`src/rtl/core/nearest_landmark_association_macros.svh`:
```
// assertion helpers, sampled on clk and disabled while arst_n is low
`ifndef NEAREST_LANDMARK_ASSOCIATION_MACROS_SVH
`define NEAREST_LANDMARK_ASSOCIATION_MACROS_SVH

// same-cycle implication
`define NLA_ASSERT_IMP(label, ante, cons) \
	label: assert property (@(posedge clk) disable iff (!arst_n) (ante) |-> (cons)) \
		else $error("nla assertion failed");

// next-cycle implication
`define NLA_ASSERT_NEXT(label, ante, cons) \
	label: assert property (@(posedge clk) disable iff (!arst_n) (ante) |=> (cons)) \
		else $error("nla assertion failed");

`endif

```
`src/rtl/core/nla_ram.sv`:
```
module nla_ram #(
	parameter int WIDTH = 64,
	parameter int DEPTH = 64,
	localparam int AW = (DEPTH > 1) ? $clog2(DEPTH) : 1
) (
	input  logic             clk,
	input  logic             wr_en,
	input  logic [AW-1:0]    wr_addr,
	input  logic [WIDTH-1:0] wr_data,
	input  logic             rd_en,
	input  logic [AW-1:0]    rd_addr,
	output logic [WIDTH-1:0] rd_data
);

	logic [WIDTH-1:0] mem [DEPTH];

	always_ff @(posedge clk) begin
		if (wr_en) begin
			mem[wr_addr] <= wr_data;
		end
		if (rd_en) begin
			rd_data <= mem[rd_addr];
		end
	end

endmodule

```
`config.mk`:
```
export PLATFORM = sky130hd
export DESIGN_NAME = nla_ram
export DESIGN_NICKNAME = d
export VERILOG_FILES = /design/src/rtl/core/nearest_landmark_association_macros.svh /design/src/rtl/core/nla_ram.sv
export SDC_FILE = /design/constraint.sdc
export NUM_CORES = 2
export LEC_CHECK = 0
export BUFFER_PORTS_ARGS = -buffer_cell sky130_fd_sc_hd__buf_4
export CAP_MARGIN = 20
export CORE_ASPECT_RATIO = 1.2
export CORE_MARGIN = 2
export CORE_UTILIZATION = 57
export DETAILED_ROUTE_END_ITERATION = 12
export HOLD_SLACK_MARGIN = 0.03
export PLACE_DENSITY = 0.79
export SYNTH_ARGS = -nofsm -noshare
export SYNTH_HDL_FRONTEND = slang
export SYNTH_SLANG_ARGS = --single-unit
```
`constraint.sdc`:
```
create_clock -name clk -period 6.35 [get_ports clk]
set_input_delay 0.635 -clock clk [delete_from_list [all_inputs] [get_ports clk]]
set_output_delay 0.635 -clock clk [all_outputs]
set_load 0.05 [all_outputs]
```
==> flow_metrics.py <==
metrics = {
    "logic_synthesis": {
        "synth_area_sq_mm": 0.157,
        "synthCells": 6598,
        "synth.area.top_cells": "edfxtp_1 (80%), mux4_2 (15%), mux2i_1 (0.86%), a22oi_1 (0.80%), buf_2 (0.54%)",
        "yosysTopAreaCellShare_pct": 79.6,
        "synth_cell_type_count": 32,
        "syn_nets": 6677,
        "avgSynthCellArea_sq_um": 23.8,
        "ys_warn_count": 0,
        "synth-seq-area-share_pct": 79.6,
        "ys_seq_elements": 4160,
        "yosys.area.top_type": "edfxtp_1",
    },
    "cts": {
        "cts-resized-gates": 0,
        "htreeDepth": 5,
        "root_buffer": "clkbuf_16",
        "cts.sinks": 4160,
        "clockBufferDepth": 4,
        "postCtsSetupBuffers": 0,
        "cts_hold_buf": 0,
        "clkSlewWorstSetupHoldPaths_ps": 70,
        "cts_tree": "yes",
        "clk_latency_ps": 950,
        "cts-buffers-inserted": 379,
    },
    "floorplan": {
        "rows": 211,
        "pin_count": 143,
        "start_util_pct": 57.2,
        "core_area_sq_mm": 0.275,
        "die-area_sq_mm": 0.280,
        "fp.dieW_um": 483,
        "fp.dieH_um": 579,
    },
    "global_routing": {
        "antenna_found_initial": 18,
        "grt_pass1_vias": 81600,
        "gr-total-overflow": 0,
        "grt_pass1_wl_um": 636000,
        "grt_max_degree": 112,
        "track_usage_pct": 32.8,
    },
    "drt": {
        "wl_met1_um": 138000,
        "firstDrtPassIters": 8,
        "dr_wl_met3_um": 61300,
        "routed.top_layer": "met5",
        "first_iter_violations": 14400,
        "wl_per_cell_um": 42.1,
        "drc": 0,
        "num_vias": 79700,
        "antenna_left": 0,
        "routed_wl_um": 458000,
        "vias_per_cell": 7.32,
        "wl_met2_um": 224000,
    },
    "place": {
        "place.port_buffers": 142,
        "gp_congestion": 0.830,
        "dp_hpwl_um": 213000,
    },
    "worst_hold_path": {
        "worstHoldPathType": "input port to flip-flop",
        "holdPathStages": 1,
    },
    "worst_setup_path": {
        "rr_worst_depth": 5,
        "cp_slowest_cell": "buf_12",
        "path_cells": "buf_16 -> buf_12 -> mux4_2 -> mux2i_1 -> o22ai_1 -> a41oi_1 -> a211oi_1",
        "worstSetupStartpointType": "input port",
        "crit_cells": 7,
        "crit_required_ps": 6960,
        "worst-path-buf-inv": 2,
        "criticalPathCategory": "input port to flip-flop",
        "crit_family": "buffers and inverters",
        "end_kind": "flip-flop",
        "crit_fanout": 101,
        "cp_data_arrival_time_ps": 3870,
        "cpPeakStageDelay_ps": 650,
    },
    "finish": {
        "area_delta_synth_final_pct": 12.1,
        "layout-drive-gt1-share_pct": 27.8,
        "layout_commonest_cell": "edfxtp_1",
        "fin_util_pct": 64.1,
        "nets": 7015,
        "layout_common_cells": "edfxtp_1 (4160), mux4_2 (1024), clkbuf_16 (384)",
    },
    "sta": {
        "hold_viol": 0,
        "final.min_clock_period_ps": 3250,
        "tns_ps": 0,
        "skew_ps": 67.7,
        "finalCritPeriodShare_pct": 51.2,
        "fmax_mhz": 307,
        "drv_slew": 0,
        "rsz0062_at_grt": "false",
        "hold_ws_ps": 200,
        "tightest_slew_ps": 1290,
        "setup_viol_count_final": 0,
        "relSlewSlack_pct": 14.1,
    },
    "pwr": {
        "vdd.ir_drop.worst_uv": 297,
        "p_leak_nw": 54.6,
        "power.density_mw_per_mm2": 323,
    },
    "run": {
        "maxCapViolCount": 0,
    },
    "run_status": {
        "status": "finished, final reports clean",
    },
}
## layout make-up
cell class	instances	area, sq um
tap	3621	4530
sequential	4160	125000
antenna	14	35.0
multi-input combinational	2049	30800
clock buffer	450	9860
inverter	19	71.3
fill	16200	98600
timing repair buffer	327	3220
clock inverter	242	2610
## registers in the layout (all words and copies together) (netlist names)
register	flops
mem	4096
rd_data	64
## path summary, 6_finish.rpt
kind | startpoint | endpoint | slack, ps
setup / recovery | rd_addr[0] | rd_data[11]$_DFFE_PP_ | 3100
setup reg to reg | mem[59][33]$_DFFE_PP_ | rd_data[33]$_DFFE_PP_ | 3890
hold / removal | wr_data[29] | mem[6][29]$_DFFE_PP_ | 200
hold reg to reg | mem[39][44]$_DFFE_PP_ | rd_data[44]$_DFFE_PP_ | 910
## power breakdown
group	switching, mW	total, mW	leakage (nW)	internal (mW)
combinational	1.80	2.77	11.1	0.968
clock	10.4	23.5	6.05	13.1
sequential	0.128	30.6	37.5	30.5
total	12.3	56.8	54.6	44.5
## layer usage
layer | track usage, % | vias to the layer above
li1 | - | 29200
met1 | 40.4 | 41200
met2 | 53.3 | 7551
met3 | 7.62 | 1715
met4 | 20.5 | 8
met5 | 0 | -
## logic make-up (layout without fill, tap and decap cells)
logic type             count (synthesis)  count (layout)  share of synthesized area [%]
other                                  0              14                              0
DFF                                 4160            4160                           79.6
buffers and inverters                389            1038                           1.18
AOI/OAI and AO/OA                    504             504                           2.47
muxes                               1159            1159                           15.6
and+or+nand+nor                      386             386                           1.23
## synth_stat cells
cell type     n
and2_1        3
or3_1        29
nor2_1      112
a22oi_1     168
a22o_1       88
a211oi_1     63
a2bb2oi_1    19
nand3b_1      2
clkbuf_1    140
o22ai_1      83
inv_1        19
edfxtp_1   4160
buf_6         6
nand3_1      45
a41oi_1      26
buf_2       170
mux2i_1     135
nand4_1       2
a31oi_1      18
or2_2        28
nand2_1      58
and3_1       64
or3b_2        1
mux4_2     1024
nor3_1        2
buf_4        34
o221ai_1     38
buf_1        20
nand4b_1      1
nor2b_1      28
nand2b_1     11
a31o_1        1
## metrics by stage
stage,worst slack [ps],std cells,power [mW],cell area (sq um)
2_1_floorplan,279,6598,32.7,157000
3_3_place_gp,2290,10200,33.7,163000
3_5_place_dp,2340,10200,33.8,163000
4_1_cts,3170,10900,56.8,176000
5_1_grt,2990,10900,57.8,176000
6_report,3100,10900,56.8,176000
Power figures use the tool's default switching activity.
