<file path="src/rtl/core/nearest_landmark_association_macros.svh">
// assertion helpers, sampled on clk and disabled while arst_n is low
`ifndef NEAREST_LANDMARK_ASSOCIATION_MACROS_SVH
`define NEAREST_LANDMARK_ASSOCIATION_MACROS_SVH

// same-cycle implication
`define NLA_ASSERT_IMP(label, ante, cons) \
	label: assert property (@(posedge clk) disable iff (!arst_n) (ante) |-> (cons)) \
		else $error("nla assertion failed");

// next-cycle implication
`define NLA_ASSERT_NEXT(label, ante, cons) \
	label: assert property (@(posedge clk) disable iff (!arst_n) (ante) |=> (cons)) \
		else $error("nla assertion failed");

`endif

</file>
<file path="src/rtl/core/nla_pkg.sv">
package nla_pkg;

	localparam int ID_W = 16;
	localparam int COORD_W = 24;
	localparam int MAX_LANDMARKS_DEF = 64;

	// coordinate difference, its square and the sum of two squares
	localparam int DIFF_W = COORD_W + 1;
	localparam int SQ_W = 2 * DIFF_W;
	localparam int DIST_W = SQ_W + 1;

	typedef enum logic [1:0] {
		OP_CLEAR = 2'd0,
		OP_LOAD  = 2'd1,
		OP_QUERY = 2'd2,
		OP_NOP   = 2'd3
	} op_t;

	typedef struct packed {
		op_t                        operation;
		logic [ID_W-1:0]            landmark_id;
		logic signed [COORD_W-1:0]  point_x;
		logic signed [COORD_W-1:0]  point_y;
	} req_t;

	typedef struct packed {
		logic [ID_W-1:0] matched_id;
		logic            found;
		logic            load_dropped;
	} rsp_t;

	typedef struct packed {
		logic [ID_W-1:0]           id;
		logic signed [COORD_W-1:0] x;
		logic signed [COORD_W-1:0] y;
	} entry_t;

	typedef struct packed {
		logic            busy;
		logic            found;
		logic [ID_W-1:0] best_id;
	} scan_status_t;

endpackage

</file>
<file path="src/rtl/core/nla_dist.sv">
module nla_dist (
	input  logic                                clk,
	input  logic                                arst_n,
	input  logic                                start,
	input  logic                                entry_valid,
	input  nla_pkg::entry_t                     entry,
	input  logic signed [nla_pkg::COORD_W-1:0]  obs_x,
	input  logic signed [nla_pkg::COORD_W-1:0]  obs_y,
	output nla_pkg::scan_status_t               status
);

	import nla_pkg::*;

	logic signed [DIFF_W-1:0] dx;
	logic signed [DIFF_W-1:0] dy;
	logic [DIFF_W-1:0]        adx;
	logic [DIFF_W-1:0]        ady;
	logic [DIST_W-1:0]        dist_sum;

	logic                     valid_s2;
	logic [DIFF_W-1:0]        adx_s2;
	logic [DIFF_W-1:0]        ady_s2;
	logic [ID_W-1:0]          id_s2;

	logic                     valid_s3;
	logic [SQ_W-1:0]          sqx_s3;
	logic [SQ_W-1:0]          sqy_s3;
	logic [ID_W-1:0]          id_s3;

	logic                     have_q;
	logic [DIST_W-1:0]        best_dist_q;
	logic [ID_W-1:0]          best_id_q;

	// sign-extended difference, magnitude fits unsigned in DIFF_W bits
	assign dx = {entry.x[COORD_W-1], entry.x} - {obs_x[COORD_W-1], obs_x};
	assign dy = {entry.y[COORD_W-1], entry.y} - {obs_y[COORD_W-1], obs_y};
	assign adx = dx[DIFF_W-1] ? DIFF_W'(-dx) : DIFF_W'(dx);
	assign ady = dy[DIFF_W-1] ? DIFF_W'(-dy) : DIFF_W'(dy);

	assign dist_sum = {1'b0, sqx_s3} + {1'b0, sqy_s3};

	always_ff @(posedge clk or negedge arst_n) begin
		if (!arst_n) begin
			valid_s2    <= 1'b0;
			adx_s2      <= '0;
			ady_s2      <= '0;
			id_s2       <= '0;
			valid_s3    <= 1'b0;
			sqx_s3      <= '0;
			sqy_s3      <= '0;
			id_s3       <= '0;
			have_q      <= 1'b0;
			best_dist_q <= '0;
			best_id_q   <= '0;
		end else begin
			valid_s2 <= entry_valid;
			adx_s2   <= adx;
			ady_s2   <= ady;
			id_s2    <= entry.id;

			valid_s3 <= valid_s2;
			sqx_s3   <= adx_s2 * adx_s2;
			sqy_s3   <= ady_s2 * ady_s2;
			id_s3    <= id_s2;

			// strict compare keeps the earliest entry on a tie
			if (start) begin
				have_q <= 1'b0;
			end else if (valid_s3 && (!have_q || dist_sum < best_dist_q)) begin
				have_q      <= 1'b1;
				best_dist_q <= dist_sum;
				best_id_q   <= id_s3;
			end
		end
	end

	assign status.busy    = valid_s2 | valid_s3;
	assign status.found   = have_q;
	assign status.best_id = have_q ? best_id_q : '0;

endmodule

</file>
<file path="config.mk">
export PLATFORM = sky130hd
export DESIGN_NAME = nla_dist
export DESIGN_NICKNAME = d
export VERILOG_FILES = /design/src/rtl/core/nearest_landmark_association_macros.svh /design/src/rtl/core/nla_pkg.sv /design/src/rtl/core/nla_dist.sv
export SDC_FILE = /design/constraint.sdc
export NUM_CORES = 2
export LEC_CHECK = 0
export BUFFER_PORTS_ARGS = -buffer_cell sky130_fd_sc_hd__buf_2
export CORE_UTILIZATION = 60
export CTS_BUF_LIST = sky130_fd_sc_hd__clkbuf_2
export CTS_CLUSTER_DIAMETER = 40
export CTS_CLUSTER_SIZE = 28
export DETAILED_ROUTE_END_ITERATION = 16
export GPL_TIMING_DRIVEN = 0
export PLACE_DENSITY = 0.82
export SETUP_SLACK_MARGIN = 0.05
export SLEW_MARGIN = 20
export SYNTH_ARGS = -nofsm -noshare
export SYNTH_HDL_FRONTEND = slang
export SYNTH_SLANG_ARGS = --single-unit
</file>
<file path="constraint.sdc">
create_clock -name clk -period 7.3 [get_ports clk]
set_input_delay 1.095 -clock clk [delete_from_list [all_inputs] [get_ports clk]]
set_output_delay 1.095 -clock clk [all_outputs]
set_load 0.1 [all_outputs]
</file>
==> run_results.csv <==
group,metric,value,unit
global_routing,grt_overflow,0,
synthesis,ys_seq_elements,250,
synthesis,avgSynthCellArea,9.18,um^2
detailed_routing,vias,38600,
clocking,h-tree-depth,2,
detailed_routing,drtIter0Drc,2882,
clocking,cts.sinks,250,
timing,rsz0062_at_grt,"yes",
setup_path,crit_family,"adder cells",
clocking,cts-root-buf,"clkbuf_2",
global_routing,grt_max_degree,81,
synthesis,async_reset_ff_share,100,%
synthesis,synth_fp_nets,7035,
timing,slew_headroom,30.5,%
die,die_y,291,um
synthesis,synth_xor_area_share,4.07,%
setup_path,arrival,8.24,ns
synthesis,synth_warnings,0,
timing,min_period_over_period,99.7,%
setup_path,startpoint_type,"flip-flop",
synthesis,syn_area,50200,um^2
clocking,numCtsBuffers,42,
job,cap_violations,0,
placement,port_buffers,133,
clocking,tritoncts,"done",
global_routing,antenna_found_initial,6,
global_routing,grt_pass1_wl,202,mm
setup_path,critPathMaxFanout,6,
die,die_width,291,um
synthesis,synth.area.mux_share,0.928,%
timing,period_minus_slack,7.28,ns
clocking,clk-insertion-delay-late,1.10,ns
timing,fmax,0.137,GHz
synthesis,synth-compound-area-share,8.78,%
detailed_routing,post_drt_wl_per_cell,18.4,um
setup_path,crit_path_frequent_cell,"fa_1",
die,num_io_pins,134,
synthesis,synth_cell_types,78,
setup_path,crit_type,"flip-flop to flip-flop",
layout,nNetsFinal,7353,
setup_path,cp_slowest_stage_delay,0.55,ns
synthesis,yosys.area_share.simple,11.2,%
synthesis,syn_inst,5465,
placement,place_hpwl,102,mm
synthesis,yosysSeqAreaShare,12.5,%
global_routing,first_global_vias,40100,
layout,area_delta_synth_final,11.1,%
clocking,clkTransAtPathRegs,0.21,ns
setup_path,cp.required,8.26,ns
layout,final_area,55700,um^2
die,die_area,84800,um^2
setup_path,crit_buf_inv,11,
die,start_util,60.9,%
placement,gp_congestion,1.03,
detailed_routing,avgViaCountPerCell,5.60,
die,num_rows,105,
die,core-area,82400,um^2
timing,hold_violations,0,
detailed_routing,wirelength,126,mm
timing,layout_setup_ws,0.0212,ns
placement,dp_slack,-1.98,ns
setup_path,cp-end-kind,"flip-flop",
setup_path,cp_slowest_cell,"fa_1",
layout,drive_gt1_share,12.5,%
detailed_routing,postRouteAntennaNets,0,
hold_path,hp-class,"input port to flip-flop",
timing,clock_skew,0.219,ns
timing,hold_ws,0.126,ns
detailed_routing,drc,0,
detailed_routing,firstDrtPassIters,6,
synthesis,synth_flop_cell,"dfrtp_1",
timing,setup_viol_count_final,0,
synthesis,synth-adder-area-share,50.2,%
clocking,cts_buffer_depth,3,
synthesis,synth_top_family_by_area,"adder cells",
run_status,outcome,"finished, final reports clean",
global_routing,grt_usage,30.2,%
synthesis,synth-edff-count,0,
timing,tightest_slew,1.04,ns
timing,drv_slew,0,
placement,placed_cell_area,52300,um^2
-- layout make-up --
class / count / area (um^2)
Tap cell: 1070 / 1340
Clock inverter: 30 / 329
Clock buffer: 45 / 225
Antenna cell: 2 / 5.00
Inverter: 1490 / 5640
Multi-Input combinational cell: 3572 / 38600
Buffer: 141 / 1240
Timing Repair Buffer: 286 / 2030
Fill cell: 5934 / 26600
Sequential cell: 250 / 6300
-- flip-flops by register name, indices dropped and copies added (netlist names), 16 cells and up --
register / cells
id_s2: 16
sqy_s3: 49
sqx_s3: 49
adx_s2: 25
best_id_q: 16
ady_s2: 25
id_s3: 16
best_dist_q: 51
-- final timing paths --
path	endpoint	slack, ns	start	cells past startpoint
min in group asynchronous	adx_s2[13]	0.42	arst_n	2
max in group asynchronous	sqy_s3[46]	5.36	arst_n	5
hold reg to reg	id_s3[11]	0.37	id_s2[11]	0
setup / recovery	sqx_s3[45]	0.02	adx_s2[11]	29
hold / removal	id_s2[3]	0.13	entry[51]	1
setup reg to reg	sqx_s3[45]	0.02	adx_s2[11]	29
-- cell families (layout without fill, tap and decap cells) --
logic type      after synthesis  count (layout)
buf+inv                    1643            1992
compound gates              677             677
fa+ha+maj                  1454            1454
other cells                   0               2
xor+xnor                    233             233
simple gates               1166            1166
flops                       250             250
mux                          42              42
-- layer usage --
layer	track usage [%]	wire length, um	up-vias
met5	0	25	-
met4	12.0	5430	4
met3	5.80	12200	407
met2	49.2	59600	1655
met1	39.9	49100	19200
li1	-	-	17300
-- worst register-to-register path, delay by kind of cell (launching register included) --
kind | cells | cell delay (ns)
AOI/OAI and AO/OA | 5 | 1.14
buffers and inverters | 11 | 0.79
adders and majority gates | 8 | 3.94
and+or+nand+nor | 4 | 0.69
xor gates and xnor gates | 1 | 0.12
DFF | 1 | 0.48
-- stage by stage --
| step | util, % | cells | TNS [ns] |
|---|---|---|---|
| 2_1_floorplan | - | 5465 | 0 |
| 3_3_place_gp | 63.3 | 6668 | -53.53 |
| 3_5_place_dp | 63.5 | 6671 | -59.76 |
| 4_1_cts | 66.0 | 6818 | 0 |
| 5_1_grt | 67.7 | 6885 | -0.883 |
| 6_report | 67.7 | 6886 | 0 |
-- cell usage in the layout, fill, tap and decap left out, types with 14 or more instances in the layout --
master,synthesis,routed
xnor2_1,144,144
buf_6,0,30
o21bai_1,24,24
a211oi_1,19,19
a31oi_1,33,31
a21o_1,109,109
clkinvlp_4,0,16
fa_1,934,917
nand4_1,33,33
and2_1,262,255
mux2_2,36,36
clkbuf_4,0,17
clkbuf_2,0,51
inv_1,1490,1461
dfrtp_2,0,34
ha_1,520,490
buf_2,0,134
o21a_1,27,27
buf_4,1,151
clkbuf_1,147,41
nand2_2,0,15
o21ai_0,140,126
a21oi_1,189,177
xor2_1,89,89
clkbuf_8,0,14
nand3_1,40,38
and3_1,29,27
nor3_1,28,28
fa_2,0,17
nand2b_1,26,25
ha_4,0,23
nor2b_1,30,30
dfrtp_1,250,216
nand2_1,477,458
inv_2,0,17
nor2_1,182,166
-- repair_timing --
action                                 4_1_cts  5_1_grt
hold buffers                                 1        0
pin swaps                                   29       61
resized for setup                          315      287
buffers inserted                            76       71
endpoints found under the hold margin       24        0
gates cloned                                 0        2
setup endpoints to repair                   58       32
-- cells in the mapped netlist (all sizes together) (36+ instances only) --
cell / number / area, um^2
a21o: 109 / 818
nor2: 182 / 683
ha: 520 / 6510
and2: 262 / 1640
nand3: 40 / 200
o21ai: 141 / 706
a21oi: 189 / 946
xnor2: 144 / 1260
mux2: 36 / 405
fa: 934 / 18700
clkbuf: 147 / 552
dfrtp: 250 / 6260
xor2: 89 / 780
nand2: 477 / 1790
inv: 1490 / 5590
Power is not shown: default switching activity piles up to over one toggle a cycle in this logic, so the estimate is an artifact.
